$ cat src/dcd_pkg.sv
// Shared constants, types and codes for the deadlock cycle detector.
// No dependencies; deadlock_cycle_detector imports this package.
package dcd_pkg;

  // Graph size
  localparam int NUM_THREADS   = 8;
  localparam int NUM_RESOURCES = 8;

  // Event field widths
  localparam int CMD_W = 2;
  localparam int TID_W = 3;
  localparam int RID_W = 3;

  // Memory address widths
  localparam int THR_AW = (NUM_THREADS > 1) ? $clog2(NUM_THREADS) : 1;
  localparam int RES_AW = (NUM_RESOURCES > 1) ? $clog2(NUM_RESOURCES) : 1;

  // Stream data widths, rounded up to whole bytes
  localparam int IN_BITS     = CMD_W + TID_W + RID_W;
  localparam int IN_TDATA_W  = ((IN_BITS + 7) / 8) * 8;
  localparam int OUT_TDATA_W = 8;

  typedef logic [NUM_THREADS-1:0]   thr_set_t;
  typedef logic [NUM_RESOURCES-1:0] res_set_t;

  typedef enum logic [CMD_W-1:0] {
    CMD_ACQUIRE    = 2'd0,
    CMD_RELEASE    = 2'd1,
    CMD_WAIT_BEGIN = 2'd2,
    CMD_WAIT_END   = 2'd3
  } cmd_t;

  typedef enum logic [2:0] {
    ST_IDLE,
    ST_UPD,
    ST_SCAN,
    ST_HELD,
    ST_WAITERS,
    ST_DONE
  } state_t;

endpackage

$ cat src/deadlock_cycle_detector.sv
// Top level of the deadlock cycle detector: resource allocation graph in two RAMs
// and a sequencer that searches for a cycle back to the waiting thread.
// Depends on dcd_pkg and dcd_ram.
//
//   channel | dir | tdata fields (low bit first)                        | tuser
//   in_     | in  | cmd[1:0], thread_id[4:2], resource_id[7:5]          | -
//   out_    | out | deadlock[0], zero fill [7:1]                        | -
//
// Acquire, release and wait_end beats are handled as read, write back, result.
// A wait_begin beat adds a search that reads each thread's hold word and each
// resource's waiter word at most once, each read issued in the scan state and
// used in the held or waiters state, plus one closing check.
// The result step waits while the output register holds an unaccepted beat.
// One beat is worked on at a time; a new beat is taken while out_tvalid waits.
// Reset clears per-entry valid bits at once, so no clearing pass is needed.
module deadlock_cycle_detector (
  input  logic                          clk,
  input  logic                          rst_n,
  input  logic                          in_tvalid,
  output logic                          in_tready,
  input  logic [dcd_pkg::IN_TDATA_W-1:0] in_tdata,   // cmd, thread_id, resource_id
  output logic                          out_tvalid,
  input  logic                          out_tready,
  output logic [dcd_pkg::OUT_TDATA_W-1:0] out_tdata  // deadlock
);

  import dcd_pkg::*;

  // Lowest set member of a thread set
  function automatic logic [THR_AW-1:0] first_thr(input thr_set_t s);
    logic [THR_AW-1:0] idx;
    idx = '0;
    for (int i = NUM_THREADS - 1; i >= 0; i--) begin
      if (s[i]) idx = THR_AW'(i);
    end
    return idx;
  endfunction

  // Lowest set member of a resource set
  function automatic logic [RES_AW-1:0] first_res(input res_set_t s);
    logic [RES_AW-1:0] idx;
    idx = '0;
    for (int i = NUM_RESOURCES - 1; i >= 0; i--) begin
      if (s[i]) idx = RES_AW'(i);
    end
    return idx;
  endfunction

  // Input field split
  logic [CMD_W-1:0] in_cmd;
  logic [TID_W-1:0] in_tid;
  logic [RID_W-1:0] in_rid;
  logic             in_ok;

  assign in_cmd = in_tdata[CMD_W-1:0];
  assign in_tid = in_tdata[CMD_W+TID_W-1:CMD_W];
  assign in_rid = in_tdata[CMD_W+TID_W+RID_W-1:CMD_W+TID_W];
  assign in_ok  = (32'(in_tid) < NUM_THREADS) && (32'(in_rid) < NUM_RESOURCES);

  // Control and working registers
  state_t            state_r,      state_nxt;
  cmd_t              cmd_r,        cmd_nxt;
  logic [THR_AW-1:0] tid_r,        tid_nxt;
  logic [RES_AW-1:0] rid_r,        rid_nxt;
  logic              ok_r,         ok_nxt;
  thr_set_t          pend_r,       pend_nxt;    // threads to expand
  thr_set_t          exp_r,        exp_nxt;     // threads already expanded
  res_set_t          res_r,        res_nxt;     // resources reached
  res_set_t          rdone_r,      rdone_nxt;   // resources already expanded
  thr_set_t          reach_r,      reach_nxt;   // threads reached in one step or more
  logic              dl_r,         dl_nxt;
  logic              out_tvalid_r, out_tvalid_nxt;
  logic              out_dl_r,     out_dl_nxt;

  // Per-entry valid bits; an entry never written reads as empty
  thr_set_t          held_vld_r,   held_vld_nxt;
  res_set_t          wait_vld_r,   wait_vld_nxt;
  logic              hq_vld_r;
  logic              wq_vld_r;

  // RAM ports
  logic              held_we;
  logic [THR_AW-1:0] held_waddr;
  res_set_t          held_wdata;
  logic [THR_AW-1:0] held_raddr;
  res_set_t          held_rdata;
  logic              wait_we;
  logic [RES_AW-1:0] wait_waddr;
  thr_set_t          wait_wdata;
  logic [RES_AW-1:0] wait_raddr;
  thr_set_t          wait_rdata;

  res_set_t          held_q;
  thr_set_t          wait_q;
  thr_set_t          tbit;
  res_set_t          rbit;
  thr_set_t          todo_t;
  res_set_t          todo_r;
  logic [THR_AW-1:0] pick_t;
  logic [RES_AW-1:0] pick_r;

  // Hold edges: one word per thread, bit r = resource held
  dcd_ram #(.WIDTH(NUM_RESOURCES), .DEPTH(NUM_THREADS)) u_held_ram (
    .clk   (clk),
    .we    (held_we),
    .waddr (held_waddr),
    .wdata (held_wdata),
    .raddr (held_raddr),
    .rdata (held_rdata)
  );

  // Wait edges: one word per resource, bit t = thread waiting
  dcd_ram #(.WIDTH(NUM_THREADS), .DEPTH(NUM_RESOURCES)) u_wait_ram (
    .clk   (clk),
    .we    (wait_we),
    .waddr (wait_waddr),
    .wdata (wait_wdata),
    .raddr (wait_raddr),
    .rdata (wait_rdata)
  );

  // Read data with unwritten entries forced empty
  assign held_q = held_rdata & {NUM_RESOURCES{hq_vld_r}};
  assign wait_q = wait_rdata & {NUM_THREADS{wq_vld_r}};

  assign tbit   = thr_set_t'(1) << tid_r;
  assign rbit   = res_set_t'(1) << rid_r;
  assign todo_t = pend_r & ~exp_r;
  assign todo_r = res_r & ~rdone_r;
  assign pick_t = first_thr(todo_t);
  assign pick_r = first_res(todo_r);

  assign in_tready  = (state_r == ST_IDLE);
  assign out_tvalid = out_tvalid_r;
  assign out_tdata  = {{(OUT_TDATA_W-1){1'b0}}, out_dl_r};

  // Next state, RAM control and search step
  always_comb begin
    state_nxt      = state_r;
    cmd_nxt        = cmd_r;
    tid_nxt        = tid_r;
    rid_nxt        = rid_r;
    ok_nxt         = ok_r;
    pend_nxt       = pend_r;
    exp_nxt        = exp_r;
    res_nxt        = res_r;
    rdone_nxt      = rdone_r;
    reach_nxt      = reach_r;
    dl_nxt         = dl_r;
    out_dl_nxt     = out_dl_r;
    held_vld_nxt   = held_vld_r;
    wait_vld_nxt   = wait_vld_r;
    held_we        = 1'b0;
    held_waddr     = tid_r;
    held_wdata     = held_q;
    held_raddr     = THR_AW'(in_tid);
    wait_we        = 1'b0;
    wait_waddr     = rid_r;
    wait_wdata     = wait_q;
    wait_raddr     = RES_AW'(in_rid);

    // Output register drains on its handshake
    out_tvalid_nxt = out_tvalid_r && !out_tready;

    case (state_r)
      ST_IDLE: begin
        // Both words of the event are read as the beat is taken
        if (in_tvalid) begin
          cmd_nxt   = cmd_t'(in_cmd);
          tid_nxt   = THR_AW'(in_tid);
          rid_nxt   = RES_AW'(in_rid);
          ok_nxt    = in_ok;
          state_nxt = ST_UPD;
        end
      end

      ST_UPD: begin
        // Modify and write back the edge word
        if (ok_r) begin
          case (cmd_r)
            CMD_ACQUIRE: begin
              held_we    = 1'b1;
              held_wdata = held_q | rbit;
            end
            CMD_RELEASE: begin
              held_we    = 1'b1;
              held_wdata = held_q & ~rbit;
            end
            CMD_WAIT_BEGIN: begin
              wait_we    = 1'b1;
              wait_wdata = wait_q | tbit;
            end
            CMD_WAIT_END: begin
              wait_we    = 1'b1;
              wait_wdata = wait_q & ~tbit;
            end
            default: begin
              held_we = 1'b0;
            end
          endcase
        end
        if (held_we) held_vld_nxt[tid_r] = 1'b1;
        if (wait_we) wait_vld_nxt[rid_r] = 1'b1;
        // Search starts from the requesting thread
        pend_nxt  = tbit;
        exp_nxt   = '0;
        res_nxt   = '0;
        rdone_nxt = '0;
        reach_nxt = '0;
        dl_nxt    = 1'b0;
        state_nxt = (ok_r && cmd_r == CMD_WAIT_BEGIN) ? ST_SCAN : ST_DONE;
      end

      ST_SCAN: begin
        // Threads first, then resources; stop once the thread is reached
        held_raddr = pick_t;
        wait_raddr = pick_r;
        if (reach_r[tid_r]) begin
          dl_nxt    = 1'b1;
          state_nxt = ST_DONE;
        end else if (todo_t != '0) begin
          exp_nxt[pick_t] = 1'b1;
          state_nxt       = ST_HELD;
        end else if (todo_r != '0) begin
          rdone_nxt[pick_r] = 1'b1;
          state_nxt         = ST_WAITERS;
        end else begin
          dl_nxt    = 1'b0;
          state_nxt = ST_DONE;
        end
      end

      ST_HELD: begin
        res_nxt   = res_r | held_q;
        state_nxt = ST_SCAN;
      end

      ST_WAITERS: begin
        reach_nxt = reach_r | wait_q;
        pend_nxt  = pend_r | wait_q;
        state_nxt = ST_SCAN;
      end

      ST_DONE: begin
        // Hand the result over once the output register is free
        if (!out_tvalid_r || out_tready) begin
          out_tvalid_nxt = 1'b1;
          out_dl_nxt     = dl_r;
          state_nxt      = ST_IDLE;
        end
      end

      default: begin
        state_nxt = ST_IDLE;
      end
    endcase
  end

  // Control registers
  always_ff @(posedge clk) begin
    if (!rst_n) begin
      state_r      <= ST_IDLE;
      out_tvalid_r <= 1'b0;
      held_vld_r   <= '0;
      wait_vld_r   <= '0;
    end else begin
      state_r      <= state_nxt;
      out_tvalid_r <= out_tvalid_nxt;
      held_vld_r   <= held_vld_nxt;
      wait_vld_r   <= wait_vld_nxt;
    end
  end

  // Payload and search registers
  always_ff @(posedge clk) begin
    cmd_r    <= cmd_nxt;
    tid_r    <= tid_nxt;
    rid_r    <= rid_nxt;
    ok_r     <= ok_nxt;
    pend_r   <= pend_nxt;
    exp_r    <= exp_nxt;
    res_r    <= res_nxt;
    rdone_r  <= rdone_nxt;
    reach_r  <= reach_nxt;
    dl_r     <= dl_nxt;
    out_dl_r <= out_dl_nxt;
    hq_vld_r <= held_vld_r[held_raddr];
    wq_vld_r <= wait_vld_r[wait_raddr];
  end

endmodule

$ cat src/dcd_ram.sv
// Generic single-write, single-read RAM with registered read data.
// No dependencies.
module dcd_ram #(
  parameter int WIDTH = 8,
  parameter int DEPTH = 8,
  localparam int AW = (DEPTH > 1) ? $clog2(DEPTH) : 1
) (
  input  logic             clk,
  input  logic             we,
  input  logic [AW-1:0]    waddr,
  input  logic [WIDTH-1:0] wdata,
  input  logic [AW-1:0]    raddr,
  output logic [WIDTH-1:0] rdata
);

  logic [WIDTH-1:0] mem [DEPTH];

  // Write port and registered read port
  always_ff @(posedge clk) begin
    if (we) begin
      mem[waddr] <= wdata;
    end
    rdata <= mem[raddr];
  end

endmodule
$ cat config.mk
export PLATFORM = sky130hd
export DESIGN_NAME = deadlock_cycle_detector
export DESIGN_NICKNAME = d
export VERILOG_FILES = /design/src/dcd_pkg.sv /design/src/deadlock_cycle_detector.sv /design/src/dcd_ram.sv
export SDC_FILE = /design/constraint.sdc
export NUM_CORES = 1
export LEC_CHECK = 0
export BUFFER_PORTS_ARGS = -buffer_cell sky130_fd_sc_hd__buf_2
export CAP_MARGIN = 20
export CORE_MARGIN = 5
export CORE_UTILIZATION = 62
export DETAILED_ROUTE_END_ITERATION = 10
export GPL_ROUTABILITY_DRIVEN = 0
export PLACE_DENSITY = 0.76
export REMOVE_ABC_BUFFERS = 1
export SLEW_MARGIN = 10
export SYNTH_ARGS = -nofsm -noshare
export SYNTH_HDL_FRONTEND = slang
export SYNTH_SLANG_ARGS = --single-unit
$ cat constraint.sdc
create_clock -name clk -period 3.14 [get_ports clk]
set_clock_uncertainty 0.2 [all_clocks]
set_input_delay 0.785 -clock clk [delete_from_list [all_inputs] [get_ports clk]]
set_output_delay 0.785 -clock clk [all_outputs]
set_load 0.02 [all_outputs]
==> summary.txt <==
Global route
  – Largest net degree at the start of global routing: 37
  – Vias in the first global route: 6140
  – Grt ovf: 0
  – Tot GR Track Use: 0.237
  – First-pass GRT wire length: 33.4 mm
  – Initial antenna violation count: 0

Drt
  – Routed vias: 6580
  – Routed vias/inst: roughly 6.5
  – DRT iter0 DRCs: 732
  – Antenna Nets Post-Route: 0
  – Routed length per instance: roughly 21 um
  – Pre-Repair DR Iteration Count: 5
  – DRC: 0
  – Total Wirelength: ~21 mm

CTS
  – Clock Tree Buf Depth: 3
  – Hold_buf cts: 0
  – H-tree Lvls: 1
  – CTS buffer count: 22
  – Postcts setup bufs: 0
  – CTS tree: done
  – Skew-Pair Late Insertion Delay: 0.51 ns
  – Clk slew on worst S/H paths: 0.07 ns
  – # resized after CTS: 0
  – TritonCTS Sinks: between 200 and 250
  – Root buf cell: clkbuf_16

Worst setup path
  – Worst path slowest cell: or3b_4
  – Crit-path max cell delay: 0.59 ns
  – Worst Setup Start Kind: register
  – Critical Path AT: about 3 ns
  – Reg-to-reg slack, setup: 0.30 ns
  – Critical path class: register to register
  – CP Capture Type: register
  – Worst path cell trace: or3b_4 -> o31a_1 -> a21bo_1 -> a211oi_1 -> a2111oi_0
  – Required time of the worst setup path: 3.29 ns
  – Max FO, Critical Path: 29

Logic synthesis
  – Netlist cell types: 60
  – Synth Warn #: 0
  – Post-synth EDFFs: 178
  – Top post-synthesis cells by count: edfxtp_1, nor2_1, a211oi_1, and3_1, nand2_1
  – Leading post-synthesis cells by cell area: edfxtp_1, dfxtp_1, a211oi_1
  – Synth area leader: edfxtp_1
  – Most frequent cell after synthesis: edfxtp_1
  – Top-area cell type share of the netlist area: 0.567
  – Prevailing post-synth register cell: edfxtp_1
  – Sequential element share of the synthesized area: 0.648
  – Avg Cell Area, Syn: between 10 and 15 um^2
  – #FFs+latches synth: roughly 220
  – Mapped cell area: 9430 um^2
  – Syn Inst Count: 777
  – Asr flop ratio synth: 0

Placed design
  – HPWL after DPL: 14.3 mm
  – Port Buffers: 14
  – Post-place setup slack: 0.326 ns
  – Cells after DPL: 967
  – Post-Place Cell Area: 9770 um^2

Die
  – # rows: 45
  – Die height: 133 um
  – Starting density of the core: 0.627
  – IO Count: 22
  – Die area: 17800 um^2
  – Die Width: 133 um
  – Core box area: 15000 um^2

Layout
  – Fin area: 10500 um^2
  – Final Net Count: around 820
  – Non-filler cells in the finished layout: 1008
  – Area Growth Syn to Fin: 11.3%
  – Antenna cells: 0
  – Share of layout cells above drive strength 1: 0.118

Power and ir drop
  – Internal power: 5.52 mW
  – Pleak: 3.72 nW
  – Power Density: 732 nW/um^2
  – Power share of the sequential group: 0.488
  – Peak supply drop: between 0.0005 and 0.0006 V
  – Combinational share of power: 0.182
  – Total power: approximately 7.7 mW
  – Total net switching power: 2.16 mW
  – Sw Share: 0.281
  – Clock group share of total power: 0.330

STA
  – Sum of negative setup slack: 0 ns
  – Final setup fails: 0
  – Final Hold Vio Count: 0
  – Crit path time final: 2.84 ns
  – Fin. max-slew vios: 0
  – Worst rel slew slack: 0.279
  – Setup WS post-layout: 0.296 ns
  – Crit share post-route: 0.906
  – Worst-Margin Slew: about 1.1 ns
  – Max Clk Rate: approximately 350 MHz
  – RSZ-0062 raised after global routing: no

Flow run
  – Max-cap violations: 0

Hold path
  – Worst Hold Class: register to register

Outcome
  – Status: finished clean
flip-flops by register name (all words and copies together) (netlist names):
register and cells:
cmd_r 2, dl_r 1, exp_r 8, held_vld_r 8, held_waddr 3, hq_vld_r 1, out_dl_r 1, out_tvalid 1
pend_r 8, rdone_r 8, reach_r 8, res_r 8, rid_r 3, state_r 3, u_held_ram.mem 64, u_held_ram.rdata 8
u_wait_ram.mem 64, u_wait_ram.rdata 8, wait_vld_r 8, wq_vld_r 1
area by class of cell:
class	instances	area (um^2)
flip-flops and latches	216	6110
fillers	1037	4540
multi-input cells	492	3000
clock buffers	36	664
repair buffers	54	368
well taps	188	235
inverters	18	67.6
clock inverters	4	48.8
per-layer routing:
layer  global-route usage  part of all wire  vias up
met5                    0                 0        -
li1                     -                 -     3022
met3               0.0434             0.078       43
met1                0.336              0.43     3231
met4               0.0737             0.025        0
met2                0.379              0.47      284
worst max-delay path, delay by kind of cell, from the launching register on:
kind               cells  cell delay [ns]
AOI/OAI and AO/OA      4             1.42
and+or+nand+nor        1             0.59
DFF                    1             0.49
metrics by stage:
stage | utilization | hold WS, ns
after detailed placement | 0.650 | 0.217
final | 0.698 | 0.239
after global placement | 0.650 | 0.215
after global routing | 0.698 | 0.240
after CTS | 0.697 | 0.233
after floorplan | - | 0.200
cell families (layout without fill, tap and decap cells):
kind of cell    count (synthesis)  in the layout  share of synthesized area
simple gates                  270            270                      0.144
flops                         216            216                      0.648
compound gates                195            195                      0.149
buf+inv                        75            112                     0.0374
mux                            20             20                     0.0212
other cells                     1              7                   0.000398
worst paths after layout:
check | startpoint | end | cells after the start
setup / recovery | state_r[1] | u_held_ram.rdata[4] | 5
hold / removal | dl_r | out_dl_r | 0
setup reg to reg | state_r[1] | u_held_ram.rdata[4] | 5
hold reg to reg | dl_r | out_dl_r | 0
power by group through the flow:
stage	Combinational (mW)	Sequential [mW]	Clock, mW
2_1_floorplan	0.903	3.72	0
3_3_place_gp	1.32	3.78	0
3_5_place_dp	1.37	3.79	0
4_1_cts	1.38	3.74	2.57
5_1_grt	1.54	3.77	2.71
6_report	1.40	3.74	2.53
cells in the final DEF (no fill, tap or decap), types with 11 or more instances in the layout:
cell type / instances
edfxtp_1: 178
nor2_1: 94
a211oi_1: 51
and3_1: 48
nand2_1: 44
a21oi_1: 41
buf_4: 39
dfxtp_1: 38
clkbuf_16: 23
nand2b_1: 21
mux2i_1: 20
inv_1: 17
nor2b_1: 14
o311ai_0: 14
buf_2: 14
o2111ai_1: 13
o21ai_0: 11
Power figures use the tool's default switching activity.
